File: config.mk
export PLATFORM = sky130hd
export DESIGN_NAME = uqps_ctrl
export DESIGN_NICKNAME = d
export VERILOG_FILES = /design/src/design/uqps_pkg.sv /design/src/design/uqps_ctrl.sv
export SDC_FILE = /design/constraint.sdc
export NUM_CORES = 1
export LEC_CHECK = 0
export ABC_CLOCK_PERIOD_IN_PS = 2500
export BUFFER_PORTS_ARGS = -buffer_cell sky130_fd_sc_hd__buf_2
export CAP_MARGIN = 0
export CELL_PAD_IN_SITES_DETAIL_PLACEMENT = 2
export CELL_PAD_IN_SITES_GLOBAL_PLACEMENT = 2
export CORE_MARGIN = 1.5
export CORE_UTILIZATION = 26
export CTS_CLUSTER_SIZE = 30
export DETAILED_ROUTE_END_ITERATION = 10
export GPL_ROUTABILITY_DRIVEN = 1
export HOLD_SLACK_MARGIN = 0.15
export PLACE_DENSITY_LB_ADDON = 0.1
export SYNTH_ARGS = -nofsm -noshare
export SYNTH_HDL_FRONTEND = slang
export SYNTH_SLANG_ARGS = --single-unit
export TNS_END_PERCENT = 100
File: constraint.sdc
create_clock -name aclk -period 2.5 [get_ports aclk]
set_clock_uncertainty 0.2 [all_clocks]
set_input_delay 0.5 -clock aclk [delete_from_list [all_inputs] [get_ports aclk]]
set_output_delay 0.5 -clock aclk [all_outputs]
set_load 0.02 [all_outputs]
File: src/design/uqps_pkg.sv
// Shared constants, command codes and status type for the URL query parameter sorter.
package uqps_pkg;

    localparam int DEF_MAX_LEN    = 512;
    localparam int DEF_MAX_PARAMS = 64;

    localparam logic [7:0] CH_QMARK = 8'h3F;
    localparam logic [7:0] CH_AMP   = 8'h26;

    localparam logic [1:0] ST_SORTED = 2'd0;
    localparam logic [1:0] ST_PLAIN  = 2'd1;
    localparam logic [1:0] ST_OVER   = 2'd2;
    localparam logic [1:0] ST_TRUNC  = 2'd3;

    typedef logic [4:0] cmd_t;

    localparam cmd_t OP_NOP    = 5'd0;
    localparam cmd_t OP_LOAD   = 5'd1;
    localparam cmd_t OP_FIN    = 5'd2;
    localparam cmd_t OP_SINIT  = 5'd3;
    localparam cmd_t OP_OUTER  = 5'd4;
    localparam cmd_t OP_VCAP   = 5'd5;
    localparam cmd_t OP_WRD    = 5'd6;
    localparam cmd_t OP_WCAP   = 5'd7;
    localparam cmd_t OP_WTB    = 5'd8;
    localparam cmd_t OP_CRD    = 5'd9;
    localparam cmd_t OP_CSTEP  = 5'd10;
    localparam cmd_t OP_SHIFT  = 5'd11;
    localparam cmd_t OP_PLACE  = 5'd12;
    localparam cmd_t OP_ESTART = 5'd13;
    localparam cmd_t OP_BRD    = 5'd14;
    localparam cmd_t OP_BWR    = 5'd15;
    localparam cmd_t OP_AMP    = 5'd16;
    localparam cmd_t OP_FLUSH  = 5'd17;
    localparam cmd_t OP_PRD    = 5'd18;
    localparam cmd_t OP_PTB    = 5'd19;
    localparam cmd_t OP_PCHK   = 5'd20;

    typedef struct packed {
        logic sort_ok;
        logic i_eq_n;
        logic j_zero;
        logic k_end;
        logic c_eq;
        logic c_less;
        logic acc_will_full;
        logic will_done;
        logic ptr_will_end;
        logic ptr_lt_end;
        logic done;
        logic tbl_nonempty;
        logic first;
        logic out_free;
    } dp_stat_t;

endpackage

File: src/design/uqps_ctrl.sv
// Controller: sequences load, insertion sort and emit through datapath commands.
module uqps_ctrl import uqps_pkg::*; (
    input  logic     aclk,
    input  logic     aresetn,
    input  logic     s_valid,
    input  logic     s_last_byte,
    input  dp_stat_t stat,
    output cmd_t     cmd,
    output logic     s_ready
);

    localparam logic [4:0] S_IDLE   = 5'd0;
    localparam logic [4:0] S_FIN    = 5'd1;
    localparam logic [4:0] S_SINIT  = 5'd2;
    localparam logic [4:0] S_OUTER  = 5'd3;
    localparam logic [4:0] S_VCAP   = 5'd4;
    localparam logic [4:0] S_INNER  = 5'd5;
    localparam logic [4:0] S_WCAP   = 5'd6;
    localparam logic [4:0] S_WTB    = 5'd7;
    localparam logic [4:0] S_CRD    = 5'd8;
    localparam logic [4:0] S_CMP    = 5'd9;
    localparam logic [4:0] S_PLACE  = 5'd10;
    localparam logic [4:0] S_ESTART = 5'd11;
    localparam logic [4:0] S_BRD    = 5'd12;
    localparam logic [4:0] S_BWR    = 5'd13;
    localparam logic [4:0] S_AMP    = 5'd14;
    localparam logic [4:0] S_FLUSH  = 5'd15;
    localparam logic [4:0] S_PRD    = 5'd16;
    localparam logic [4:0] S_PTB    = 5'd17;
    localparam logic [4:0] S_PCHK   = 5'd18;

    logic [4:0] state_reg, state_next;

    always_comb begin
        state_next = state_reg;
        cmd        = OP_NOP;
        unique case (state_reg)
            S_IDLE: begin
                if (s_valid) begin
                    cmd = OP_LOAD;
                    if (s_last_byte) begin
                        state_next = S_FIN;
                    end
                end
            end
            S_FIN: begin
                cmd        = OP_FIN;
                state_next = stat.sort_ok ? S_SINIT : S_ESTART;
            end
            S_SINIT: begin
                cmd        = OP_SINIT;
                state_next = S_OUTER;
            end
            S_OUTER: begin
                if (stat.i_eq_n) begin
                    state_next = S_ESTART;
                end else begin
                    cmd        = OP_OUTER;
                    state_next = S_VCAP;
                end
            end
            S_VCAP: begin
                cmd        = OP_VCAP;
                state_next = S_INNER;
            end
            S_INNER: begin
                if (stat.j_zero) begin
                    state_next = S_PLACE;
                end else begin
                    cmd        = OP_WRD;
                    state_next = S_WCAP;
                end
            end
            S_WCAP: begin
                cmd        = OP_WCAP;
                state_next = S_WTB;
            end
            S_WTB: begin
                cmd        = OP_WTB;
                state_next = S_CRD;
            end
            S_CRD: begin
                if (stat.k_end) begin
                    state_next = S_PLACE;
                end else begin
                    cmd        = OP_CRD;
                    state_next = S_CMP;
                end
            end
            S_CMP: begin
                priority if (stat.c_eq) begin
                    cmd        = OP_CSTEP;
                    state_next = S_CRD;
                end else if (stat.c_less) begin
                    cmd        = OP_SHIFT;
                    state_next = S_INNER;
                end else begin
                    state_next = S_PLACE;
                end
            end
            S_PLACE: begin
                cmd        = OP_PLACE;
                state_next = S_OUTER;
            end
            S_ESTART: begin
                cmd        = OP_ESTART;
                state_next = S_BRD;
            end
            S_BRD: begin
                cmd        = OP_BRD;
                state_next = S_BWR;
            end
            S_BWR: begin
                cmd = OP_BWR;
                priority if (stat.acc_will_full || stat.will_done) begin
                    state_next = S_FLUSH;
                end else if (!stat.ptr_will_end) begin
                    state_next = S_BRD;
                end else begin
                    state_next = S_PRD;
                end
            end
            S_AMP: begin
                cmd        = OP_AMP;
                state_next = stat.acc_will_full ? S_FLUSH : S_BRD;
            end
            S_FLUSH: begin
                if (stat.out_free) begin
                    cmd = OP_FLUSH;
                    priority if (stat.done) begin
                        state_next = S_IDLE;
                    end else if (stat.ptr_lt_end) begin
                        state_next = S_BRD;
                    end else begin
                        state_next = S_PRD;
                    end
                end
            end
            S_PRD: begin
                cmd        = OP_PRD;
                state_next = S_PTB;
            end
            S_PTB: begin
                cmd        = OP_PTB;
                state_next = S_PCHK;
            end
            S_PCHK: begin
                cmd = OP_PCHK;
                if (stat.tbl_nonempty) begin
                    state_next = stat.first ? S_BRD : S_AMP;
                end else begin
                    state_next = S_PRD;
                end
            end
            default: begin
                state_next = S_IDLE;
            end
        endcase
    end

    always_ff @(posedge aclk) begin
        if (!aresetn) begin
            state_reg <= S_IDLE;
        end else begin
            state_reg <= state_next;
        end
    end

    assign s_ready = (state_reg == S_IDLE);

endmodule

==> results.yml <==
route:
  ant_nets: 0
  remaining_drc_errors: 0
  drt_first_pass_iters: 4
  wl_per_cell_um: 17.78
  num_vias: 963
  drtIter0Drc: 8
  wirelength_um: 2987
  viasPerCell: 5.732
cells_and_area:
  fill_cells: 351
  drive_above_1_share_pct: 32.12
  seq_area_um2: 110.1
  fin_cells: 168
  largest_reg_flops: 5
  multiInputGateArea_um2: 594.3
  layout_commonest_cell: "buf_2"
  diodes: 0
  nets: 156
  final_cell_mix: "buf_2, buf_4, nor2_1, nand2_1, o21ai_0"
  synthToLayoutAreaGrowth_pct: 26.72
timing:
  clock.fmax_mhz: 418.9
  timing.final.ws_setup_ps: 112.7
  setup_viol: 0
  maxSlewHeadroom_pct: 67.91
  final_hold_viol_count: 0
  drv_slew: 0
  finalCritPeriodShare_pct: 95.49
  fin_crit_ps: 2387
  tightest_slew_ps: 478.1
  rsz0062_at_grt: "no"
  fin_tns_setup_ps: 0
clocking:
  cts-root-buf: "clkbuf_4"
  clockBufferDepth: 2
  postCtsHoldBufs: 0
  cts_sinks: 5
  cts_tree: "done"
  htree_levels: 1
  cts_made_buffers: 3
  clk-insertion-delay-late_ps: 250
  clk_pin_slew_ps: 50
hold_path:
  min_delay_path_depth: 3
  hold_path_class: "input pin to flip-flop"
  hp-start: "aresetn"
floorplan:
  die_area_um2: 3270
  core_um2: 2781
  placementRows: 19
  io_pins: 24
  die_w_um: 57.18
  start_util_pct: 27.44
  chipHeight_um: 57.18
yosys:
  synth_area_leaders: "dfxtp_1, a31oi_1, o21ai_0"
  async_flop_share_pct: 0
  syn_area_um2: 763.2
  ys_seq_elements: 5
  synth_flop_cell: "dfxtp_1"
  syn-num-nets: 128
  seq_area_frac_synth_pct: 13.11
  syn_inst: 110
  yosysTopAreaCellShare_pct: 13.11
  yosys_warnings: 0
  synth_area_per_cell_um2: 6.938
  synth_edf_count: 0
  synth_top_cell_by_area: "dfxtp_1"
  synth_cell_types: 44
worst_setup_path:
  crit_fanout: 9
  critPathKind: "flip-flop to output pin"
  startpoint_type: "flip-flop"
  r2r-end: "state_reg[0]"
  reg2reg_from: "state_reg[1]"
  r2r_slack_ps: 550
  crit_end: "cmd[0]"
  arrival_ps: 1690
  crit_path_start: "state_reg[2]"
  r2r_cells: 5
  end_kind: "output pin"
  crit_required_ps: 1800
grt:
  grt_start_max_net_pins: 19
  grt_pass1_vias: 995
  grt-ovfl-total: 0
  antenna_found_initial: 0
  grt_pass1_wl_um: 5112
  grt_util_all_layers_pct: 19.97
placed_design:
  pre_cts_ws_ps: 127.9
  hpwlAfterDp_um: 2347
  port_buffers: 23
  gp_congestion: 0.7546
  place_inst: 162
run:
  drv_cap: 0
power:
  p_per_area_nw_per_um2: 789.3
  p_leak_nw: 0.4112
  total_power_mw: 0.7634
  vdd_drop_max_uv: 424.5
run_status:
  outcome: "complete, no violations"
## power breakdown
part	switching, mW	internal [mW]
Sequential	0.0688	0.106
Combinational	0.279	0.213
Clock	0.0366	0.0606
## kinds of logic (layout without fill, tap and decap cells)
group,after synthesis,count (layout),synth area share (%)
simple gates,47,47,35.58
compound gates,44,44,40.82
buf+inv,13,40,9.179
flops,5,5,13.12
mux,1,1,1.312
## final cells by class
type	instances	area share [%]
multi-input cells	92	61.45
repair buffers	32	18.89
flip-flops and latches	5	11.38
well taps	31	4.010
clock buffers	4	2.717
inverters	4	1.552
## cells in the mapped netlist (all sizes together), types with 2 or more instances
cell type and instances:
and3 2, nand2 8, a21o 2, dfxtp 5, nor3 2, nor4b 2, nor2b 6, clkbuf 3
a21oi 6, and3b 3, nand3 6, o21ai 9, a22oi 2, o32a 2, buf 6, a31oi 8
nor2 9, o211ai 3, inv 4, and2 3
## worst max-delay path: stages (launching register included)
cell and delay [ps]:
dfxtp_4 360, buf_4 170, nor2b_1 140, o21ai_1 160
a21oi_1 80, or3b_1 360, buf_2 160
## through the flow
stage / hold WS, ps / area [µm²] / utilization (%)
floorplan: 416.4 / 763.2 / -
global placement: 352.8 / 914.6 / 32.88
detailed placement: 393.6 / 914.6 / 32.88
CTS: 288.6 / 945.9 / 34.01
global route: 316.3 / 967.2 / 34.77
finish: 288.1 / 967.2 / 34.77
## worst min-delay path by stage
stage          slack, ps      endpoint
6_report             290  state_reg[1]
5_1_grt              320  state_reg[1]
4_1_cts              290  state_reg[1]
3_5_place_dp         390  state_reg[4]
3_3_place_gp         350  state_reg[4]
2_1_floorplan        420  state_reg[2]
## metal layers
layer | up-vias | track usage, % | wire (µm)
met5 | - | 0 | 0
met4 | 0 | 1.993 | 0
met3 | 0 | 4.082 | 140
met2 | 28 | 31.86 | 1404
met1 | 458 | 28.87 | 1442
li1 | 477 | - | -
## repair_timing
| item | 4_1_cts | 5_1_grt |
|---|---|---|
| endpoints found under the setup margin | 2 | 1 |
| pin swaps | 0 | 1 |
| gates resized for setup | 4 | 3 |
| buffers inserted | 0 | 2 |
No activity file was read; power rests on OpenSTA's default activity.
